File: src/assert_macros.svh
// assertion helpers shared by the rtl of the lru cache table
// no dependencies; simulation-only bodies, empty under synthesis
`ifndef ASSERT_MACROS_SVH
`define ASSERT_MACROS_SVH
`ifndef SYNTHESIS
// antecedent implies consequent on the same edge
`define ASSERT_IMPLY(label, clk, rst, ante, cons) \
  label: assert property (@(posedge clk) disable iff (rst) (ante) |-> (cons)) \
    else $error("assertion failed");
// condition must hold at every edge out of reset
`define ASSERT_ALWAYS(label, clk, rst, cond) \
  label: assert property (@(posedge clk) disable iff (rst) (cond)) \
    else $error("assertion failed");
// antecedent implies consequent at the next edge
`define ASSERT_NEXT(label, clk, rst, ante, cons) \
  label: assert property (@(posedge clk) disable iff (rst) (ante) |=> (cons)) \
    else $error("assertion failed");
`else
`define ASSERT_IMPLY(label, clk, rst, ante, cons)
`define ASSERT_ALWAYS(label, clk, rst, cond)
`define ASSERT_NEXT(label, clk, rst, ante, cons)
`endif
`endif

File: src/lct_pkg.sv
// shared constants, codes and control struct of the lru cache table
// no dependencies; used by lct_entry and lru_cache_table_top
`default_nettype none

package lct_pkg;

  // default sizing
  localparam int CAPACITY_DEF   = 16;
  localparam int DATA_WIDTH_DEF = 64;

  // fixed field widths
  localparam int ADDR_W    = 64;
  localparam int WORD_W    = 64;
  localparam int CAP_REG_W = 5;
  localparam int PADDR_W   = 3;
  localparam int PDATA_W   = 32;

  localparam logic [CAP_REG_W-1:0] CAP_RESET = 5'd16;

  // operation codes
  localparam logic OP_LOOKUP = 1'b0;
  localparam logic OP_INSERT = 1'b1;

  // register index (word address bit)
  localparam logic REG_CAPACITY_IN_USE = 1'b0;

  // per-item update control broadcast to every entry
  typedef struct packed {
    logic promote;     // hit: make the matching entry most recent
    logic write_hit;   // insert hit: overwrite data of the matching entry
    logic insert_new;  // insert miss: age all entries, fill one free slot
    logic evict;       // insert miss on a full table: drop the oldest entry
  } lct_ctrl_t;

endpackage

`default_nettype wire

File: src/lct_entry.sv
// one entry of the lru cache table: tag, data, valid bit and age rank
// depends on lct_pkg
`default_nettype none

module lct_entry #(
  parameter int DATA_WIDTH = lct_pkg::DATA_WIDTH_DEF,
  parameter int RANK_W     = 4
) (
  input  wire                          clk,
  input  wire                          rst,
  input  wire lct_pkg::lct_ctrl_t      ctrl,
  input  wire [lct_pkg::ADDR_W-1:0]    key,
  input  wire [DATA_WIDTH-1:0]         wdata,
  input  wire [RANK_W-1:0]             hit_rank,
  input  wire [RANK_W-1:0]             victim_rank,
  input  wire                          fill_sel,
  output logic                         valid,
  output logic                         match,
  output logic                         victim,
  output logic [RANK_W-1:0]            rank,
  output logic [lct_pkg::ADDR_W-1:0]   tag,
  output logic [DATA_WIDTH-1:0]        data
);

  // tag compare and oldest-entry detect
  assign match  = valid && (tag == key);
  assign victim = valid && (rank == victim_rank);

  // valid bit and age rank; promote and insert never come together
  always_ff @(posedge clk) begin
    if (rst) begin
      valid <= 1'b0;
      rank  <= '0;
    end else begin
      if (ctrl.promote) begin
        if (match) begin
          rank <= '0;
        end else if (valid && (rank < hit_rank)) begin
          rank <= rank + RANK_W'(1);
        end
      end else if (ctrl.insert_new) begin
        if (fill_sel) begin
          valid <= 1'b1;
          rank  <= '0;
        end else if (ctrl.evict && victim) begin
          valid <= 1'b0;
          rank  <= '0;
        end else if (valid) begin
          rank <= rank + RANK_W'(1);
        end
      end
    end
  end

  // tag and data storage
  always_ff @(posedge clk) begin
    if (ctrl.promote && ctrl.write_hit && match) begin
      data <= wdata;
    end
    if (ctrl.insert_new && fill_sel) begin
      tag  <= key;
      data <= wdata;
    end
  end

endmodule

`default_nettype wire

File: src/lru_cache_table_top.sv
// top level of the fully associative lru cache table
// depends on lct_pkg, lct_entry and assert_macros.svh
`default_nettype none

// Usage
//   Items enter on start while busy is low; busy never rises, so one item
//   may be accepted on every clock. operation selects lookup or insert,
//   address is the key (zero is rejected), write_data is stored on insert.
//   Each item yields one result, shown for one cycle with done high:
//   hit, read_data, evicted, evicted_address, rejected.
//   The item is registered at the accepting edge; the next edge compares
//   all entries in parallel, updates the tags, data and age ranks, and
//   registers the result; done is high in the cycle after that.
//   Throughput is one item per cycle, set by the parallel compare and
//   rank update across the entries.
//   Results cannot be held off by the receiver; each is accepted at the
//   edge that ends its done cycle.
//   The APB port holds capacity_in_use at byte address 0 (reset 16);
//   write it only while no item is in flight.
//   Reset empties the table at once: all valid bits and ranks clear.
module lru_cache_table_top #(
  parameter int CAPACITY   = lct_pkg::CAPACITY_DEF,
  parameter int DATA_WIDTH = lct_pkg::DATA_WIDTH_DEF
) (
  input  wire                           clk,
  input  wire                           rst,
  // command channel
  input  wire                           start,
  output logic                          busy,
  input  wire                           operation,
  input  wire [lct_pkg::ADDR_W-1:0]     address,
  input  wire [lct_pkg::WORD_W-1:0]     write_data,
  // result channel
  output logic                          done,
  output logic                          hit,
  output logic [lct_pkg::WORD_W-1:0]    read_data,
  output logic                          evicted,
  output logic [lct_pkg::ADDR_W-1:0]    evicted_address,
  output logic                          rejected,
  // configuration port
  input  wire                           psel,
  input  wire                           penable,
  input  wire                           pwrite,
  input  wire [lct_pkg::PADDR_W-1:0]    paddr,
  input  wire [lct_pkg::PDATA_W-1:0]    pwdata,
  output logic [lct_pkg::PDATA_W-1:0]   prdata,
  output logic                          pready
);

  localparam int RANK_W = $clog2(CAPACITY);
  localparam int CNT_W  = $clog2(CAPACITY + 1);

  // configuration register
  logic [lct_pkg::CAP_REG_W-1:0] capacity_in_use;

  // input register
  logic                        in_valid;
  logic                        in_op;
  logic [lct_pkg::ADDR_W-1:0]  in_addr;
  logic [DATA_WIDTH-1:0]       in_wdata;

  // table state and lane outputs
  logic [CNT_W-1:0]            occ;
  logic [CNT_W-1:0]            occ_next;
  logic [CAPACITY-1:0]         valid_vec;
  logic [CAPACITY-1:0]         match_vec;
  logic [CAPACITY-1:0]         victim_vec;
  logic [CAPACITY-1:0]         free_vec;
  logic [CAPACITY-1:0]         fill_vec;
  logic [RANK_W-1:0]           rank [CAPACITY];
  logic [lct_pkg::ADDR_W-1:0]  tag [CAPACITY];
  logic [DATA_WIDTH-1:0]       data [CAPACITY];

  // per-item decode
  lct_pkg::lct_ctrl_t          ctrl;
  logic                        addr_zero;
  logic                        item;
  logic                        hit_any;
  logic                        full;
  logic [CNT_W-1:0]            limit;
  logic [RANK_W-1:0]           hit_rank;
  logic [RANK_W-1:0]           victim_rank;
  logic [DATA_WIDTH-1:0]       hit_data;
  logic [lct_pkg::ADDR_W-1:0]  victim_addr;

  assign busy   = 1'b0;
  assign pready = 1'b1;

  // configuration write and read back
  always_ff @(posedge clk) begin
    if (rst) begin
      capacity_in_use <= lct_pkg::CAP_RESET;
    end else if (psel && penable && pwrite && pready
                 && (paddr[2] == lct_pkg::REG_CAPACITY_IN_USE)) begin
      capacity_in_use <= pwdata[lct_pkg::CAP_REG_W-1:0];
    end
  end

  always_comb begin
    prdata = '0;
    if (paddr[2] == lct_pkg::REG_CAPACITY_IN_USE) begin
      prdata = lct_pkg::PDATA_W'(capacity_in_use);
    end
  end

  // effective limit: zero acts as one, above capacity acts as capacity
  always_comb begin
    priority if (capacity_in_use == '0) begin
      limit = CNT_W'(1);
    end else if (32'(capacity_in_use) > 32'(CAPACITY)) begin
      limit = CNT_W'(CAPACITY);
    end else begin
      limit = CNT_W'(capacity_in_use);
    end
  end

  // input register
  always_ff @(posedge clk) begin
    if (rst) begin
      in_valid <= 1'b0;
    end else begin
      in_valid <= start && !busy;
    end
  end

  always_ff @(posedge clk) begin
    if (start && !busy) begin
      in_op    <= operation;
      in_addr  <= address;
      in_wdata <= DATA_WIDTH'(write_data);
    end
  end

  // gather hit data, hit rank and victim tag over the lanes
  always_comb begin
    hit_data    = '0;
    hit_rank    = '0;
    victim_addr = '0;
    for (int i = 0; i < CAPACITY; i++) begin
      hit_data    = hit_data | (match_vec[i] ? data[i] : '0);
      hit_rank    = hit_rank | (match_vec[i] ? rank[i] : '0);
      victim_addr = victim_addr | (victim_vec[i] ? tag[i] : '0);
    end
  end

  // item decode
  assign addr_zero   = (in_addr == '0);
  assign item        = in_valid && !addr_zero;
  assign hit_any     = |match_vec;
  assign full        = (occ >= limit) && (occ != '0);
  assign victim_rank = RANK_W'(occ - CNT_W'(1));

  always_comb begin
    ctrl.promote    = item && hit_any;
    ctrl.write_hit  = (in_op == lct_pkg::OP_INSERT);
    ctrl.insert_new = item && (in_op == lct_pkg::OP_INSERT) && !hit_any;
    ctrl.evict      = ctrl.insert_new && full;
  end

  // lowest free slot after the eviction
  assign free_vec = ~valid_vec | (ctrl.evict ? victim_vec : '0);
  assign fill_vec = free_vec & (~free_vec + CAPACITY'(1));

  // entry lanes
  for (genvar i = 0; i < CAPACITY; i++) begin : g_entry
    lct_entry #(
      .DATA_WIDTH (DATA_WIDTH),
      .RANK_W     (RANK_W)
    ) u_entry (
      .clk         (clk),
      .rst         (rst),
      .ctrl        (ctrl),
      .key         (in_addr),
      .wdata       (in_wdata),
      .hit_rank    (hit_rank),
      .victim_rank (victim_rank),
      .fill_sel    (fill_vec[i]),
      .valid       (valid_vec[i]),
      .match       (match_vec[i]),
      .victim      (victim_vec[i]),
      .rank        (rank[i]),
      .tag         (tag[i]),
      .data        (data[i])
    );
  end

  // occupancy count
  always_comb begin
    occ_next = occ;
    if (ctrl.insert_new && !ctrl.evict) begin
      occ_next = occ + CNT_W'(1);
    end
  end

  always_ff @(posedge clk) begin
    if (rst) begin
      occ <= '0;
    end else begin
      occ <= occ_next;
    end
  end

  // result register
  always_ff @(posedge clk) begin
    if (rst) begin
      done <= 1'b0;
    end else begin
      done <= in_valid;
    end
  end

  always_ff @(posedge clk) begin
    hit             <= item && hit_any;
    read_data       <= (item && hit_any && (in_op == lct_pkg::OP_LOOKUP))
                       ? lct_pkg::WORD_W'(hit_data) : '0;
    evicted         <= ctrl.evict;
    evicted_address <= ctrl.evict ? victim_addr : '0;
    rejected        <= in_valid && addr_zero;
  end

  // checks
  `include "assert_macros.svh"

  `ASSERT_ALWAYS(a_occ_matches_valid, clk, rst, $countones(valid_vec) == int'(occ))
  `ASSERT_ALWAYS(a_occ_in_range, clk, rst, int'(occ) <= CAPACITY)
  `ASSERT_IMPLY(a_single_victim, clk, rst, ctrl.evict, $onehot(victim_vec))
  `ASSERT_IMPLY(a_single_match, clk, rst, in_valid, $onehot0(match_vec))
  `ASSERT_IMPLY(a_reject_alone, clk, rst, done && rejected, !hit && !evicted)
  `ASSERT_NEXT(a_done_follows_item, clk, rst, in_valid, done)

endmodule

`default_nettype wire

File: config.mk
export PLATFORM = sky130hd
export DESIGN_NAME = lru_cache_table_top
export DESIGN_NICKNAME = d
export VERILOG_FILES = /design/src/lct_pkg.sv /design/src/lct_entry.sv /design/src/lru_cache_table_top.sv
export VERILOG_INCLUDE_DIRS = /design/src /design/src/src
export SDC_FILE = /design/constraint.sdc
export NUM_CORES = 2
export LEC_CHECK = 0
export CORE_MARGIN = 3
export CORE_UTILIZATION = 32
export DETAILED_ROUTE_END_ITERATION = 16
export DONT_BUFFER_PORTS = 1
export PLACE_DENSITY = 0.51
export SLEW_MARGIN = 30
export SYNTH_ARGS = -nofsm -noshare
export SYNTH_HDL_FRONTEND = slang
export SYNTH_HIERARCHICAL = 1
export SYNTH_SLANG_ARGS = --single-unit
export TNS_END_PERCENT = 20
File: constraint.sdc
create_clock -name clk -period 19.4 [get_ports clk]
set_clock_uncertainty 0.15 [all_clocks]
set_input_delay 4.85 -clock clk [delete_from_list [all_inputs] [get_ports clk]]
set_output_delay 4.85 -clock clk [all_outputs]
set_load 0.02 [all_outputs]
==> flow_metrics.py <==
metrics = {
    "power_and_ir_drop": {
        "power_frac_comb": 0.037,
        "cellLeakagePower_uw": 0.03569,
        "p_sw_frac": 0.2180,
        "clockPowerShare": 0.459,
        "p_switching_uw": 2491,
        "powerDensity_mw_per_mm2": 98.61,
        "p_int_uw": 8936,
        "seqPwrFrac": 0.504,
        "ir_worst_vdd_mv": 0.07840,
    },
    "timing": {
        "worst_pin_slew_ns": 1.154,
        "hold_violations": 0,
        "slew_viol_final": 0,
        "slew_headroom": 0.2234,
        "setup_tns_ns": 0,
        "max_freq_mhz": 98.21,
        "whs_ns": 0.3437,
        "rsz0062_at_grt": "false",
        "period_needed_ns": 10.18,
        "period_share": 0.5249,
        "finalSetupViolations": 0,
        "layout_setup_ws_ns": 9.218,
    },
    "cts": {
        "clock_path_buffers": 4,
        "cts_buffers": 277,
        "cts_tree": "yes",
        "post_cts_buffers": 0,
        "path_clk_slew_ns": 0.05,
        "ctsResizeCount": 0,
        "clock_sinks": 2400,
        "insertion_delay_ns": 0.91,
        "root_buffer": "clkbuf_16",
        "cts_htree_levels": 5,
        "cts-hold-fix-buffers": 0,
    },
    "detailed_routing": {
        "dr.pass1.iters": 6,
        "drc_errors": 0,
        "first_iter_violations": 8223,
        "via_per_inst": 5.753,
        "ant_nets": 0,
        "vias": 64511,
        "wire_per_inst_um": 31.84,
        "wirelength_um": 357100,
    },
    "floorplan": {
        "rows": 205,
        "die_h_um": 566.7,
        "coreArea_mm2": 0.3124,
        "die_w_um": 566.7,
        "ios": 336,
        "start_util": 0.3221,
        "die-area_mm2": 0.3212,
    },
    "synthesis": {
        "synth_area_mm2": 0.1006,
        "ys_types": 59,
        "synth_edf_count": 2177,
        "async_flop_share": 0,
        "yosysSeqAreaShare": 0.6941,
        "synth_flop_cell": "edfxtp_1",
        "synthCells": 6620,
        "ys_seq_elements": 2400,
        "synth.avg_cell_area_um2": 15.20,
        "synth_warnings": 6,
    },
    "final_layout": {
        "fin_util": 0.3709,
        "nNetsFinal": 7075,
        "multi_input_area_mm2": 0.02907,
        "final_cell_mix": "edfxtp_1, xnor2_1, a22o_1",
        "finalNonFillerCells": 11214,
        "nFillCells": 29401,
        "seqCellArea_mm2": 0.06984,
        "area_growth_pct": 15.17,
        "drive_gt1_frac": 0.1104,
        "final_common_cell": "edfxtp_1",
    },
    "place": {
        "port_buffers": 0,
        "gp_congestion": 0.9466,
        "placed_cells": 10693,
        "dp_hpwl_um": 212900,
        "place_ws_ns": 9.203,
    },
    "worst_setup_path": {
        "crit_family": "simple AND/OR/NAND/NOR gates",
        "max_stage_delay_ns": 0.33,
        "crit_slowest_cell": "nor2b_1",
        "r2r-start": "in_addr[43]",
        "cp_cell_sequence": "nor2b_1",
        "reg2regPathDepth": 19,
        "cp_num_cells": 1,
        "crit_end": "prdata[0]",
        "end_kind": "output port",
        "r2r_setup_slack_ns": 9.58,
        "worstSetupStartpoint": "paddr[2]",
        "critPathBufInv": 0,
        "arrival_ns": 5.18,
        "cp_max_fo": 6,
        "critPathLaunchType": "input port",
        "criticalPathCategory": "input port to output port",
        "worstPathRequired_ns": 14.40,
        "r2r-end": "g_entry[9].u_entry/data[1]",
    },
    "global_route": {
        "antenna_found_initial": 41,
        "grt_max_degree": 131,
        "grt_pass1_wl_um": 495500,
        "grtUsageTotal": 0.2136,
        "grt_pass1_vias": 63110,
        "gr-total-overflow": 0,
    },
    "status": {
        "status": "finished clean",
    },
    "run": {
        "drv_cap": 0,
    },
    "worst_hold_path": {
        "holdPathStages": 1,
        "holdCritPathClass": "register to register",
    },
}
-- area by class of cell --
| class | count | share of cell area |
|---|---|---|
| sequential | 2400 | 0.6027 |
| multi-input combinational | 3650 | 0.2508 |
| clock buffer | 361 | 0.06629 |
| tap | 4140 | 0.04470 |
| timing repair buffer | 191 | 0.01298 |
| clock inverter | 144 | 0.01207 |
| inverter | 313 | 0.01014 |
| antenna | 15 | 0.0003239 |
-- routing by layer --
layer / share of wire / track usage / up-vias
met5: 0.00041 / 0 / -
met4: 0.036 / 0.07313 / 24
met3: 0.097 / 0.04562 / 566
met2: 0.44 / 0.3259 / 3356
met1: 0.42 / 0.3004 / 33549
li1: - / - / 27016
-- state kept, by name, indices dropped and copies added, names as in the netlist, 5 cells and up --
| register | cells |
|---|---|
| in_wdata | 64 |
| g_entry.u_entry/rank | 64 |
| in_addr | 64 |
| g_entry.u_entry/tag | 1024 |
| occ | 5 |
| g_entry.u_entry/data | 1024 |
| capacity_in_use | 5 |
| evicted_address | 64 |
| g_entry.u_entry/valid | 16 |
| read_data | 64 |
-- synth_stat cells (5+ instances only) --
library cell  number  share of area
o21ai_1           49         0.0024
and4_1            17         0.0015
nor2b_1           70         0.0044
clkbuf_1         206         0.0077
nand4_1          170          0.011
dfxtp_1          223          0.044
nor3_1            86         0.0043
xnor2_1          595          0.052
a31oi_1          129         0.0080
inv_1            312          0.012
nand2_1           87         0.0032
nand2b_1         115         0.0072
a21o_1            17         0.0013
a211oi_1          17         0.0013
nor2_1           100         0.0037
o2bb2ai_1         16         0.0014
a21boi_1          16         0.0012
o221ai_2          16         0.0024
a21oi_1          101         0.0050
o41ai_4           16         0.0044
a22o_1           416          0.036
xor2_1           242          0.021
a222oi_1          16         0.0016
ha_1              72         0.0090
a2111oi_4         16         0.0044
edfxtp_1        2177           0.65
mux2i_1            5        0.00050
buf_1             49         0.0018
and3_1           130         0.0081
a221oi_1         407          0.035
or3b_1            16         0.0014
buf_4             29         0.0022
nand4_2           16         0.0020
nor4_1           119         0.0074
o22ai_1           80         0.0050
nand3b_1          16         0.0012
nand3_1           41         0.0020
a211o_1           17         0.0015
o21ai_0            6        0.00030
o2111ai_1         16         0.0014
o31ai_4           16         0.0034
and2_1            19         0.0012
o211ai_1          17         0.0013
a22oi_1          304          0.023
-- worst min-delay path by stage --
stage                          to                from
2_1_floorplan  capacity_in_use[4]  capacity_in_use[4]
3_3_place_gp   capacity_in_use[4]  capacity_in_use[4]
3_5_place_dp   capacity_in_use[4]  capacity_in_use[4]
4_1_cts        capacity_in_use[4]  capacity_in_use[4]
5_1_grt        capacity_in_use[4]  capacity_in_use[4]
6_report       capacity_in_use[4]  capacity_in_use[4]
-- per-stage QoR --
step | power (µW) | instance area (µm²)
2_1_floorplan | 6124 | 100700
3_3_place_gp | 6280 | 106600
3_5_place_dp | 6290 | 106700
4_1_cts | 11520 | 115800
5_1_grt | 11740 | 115900
6_report | 11430 | 115900
-- kinds of logic (layout without fill, tap and decap cells) --
| family | count (synthesis) | in the layout | share of synthesized area |
|---|---|---|---|
| xor gates and xnor gates | 837 | 837 | 0.07286 |
| AOI/OAI and AO/OA | 1691 | 1691 | 0.1407 |
| muxes | 5 | 5 | 0.0004974 |
| other | 2 | 44 | 0.00007464 |
| buffers and inverters | 597 | 1009 | 0.02335 |
| adders and majority gates | 72 | 72 | 0.008954 |
| and+or+nand+nor | 1016 | 1016 | 0.05944 |
| DFF | 2400 | 2400 | 0.6941 |
-- power by group through the flow --
stage / Sequential [µW] / Clock, µW / Combinational [µW]
global route: 5770 / 5520 / 449
detailed placement: 5870 / 0 / 417
CTS: 5760 / 5330 / 419
finish: 5760 / 5240 / 422
floorplan: 5940 / 0 / 188
global placement: 5870 / 0 / 413
No activity file was read; power rests on OpenSTA's default activity.
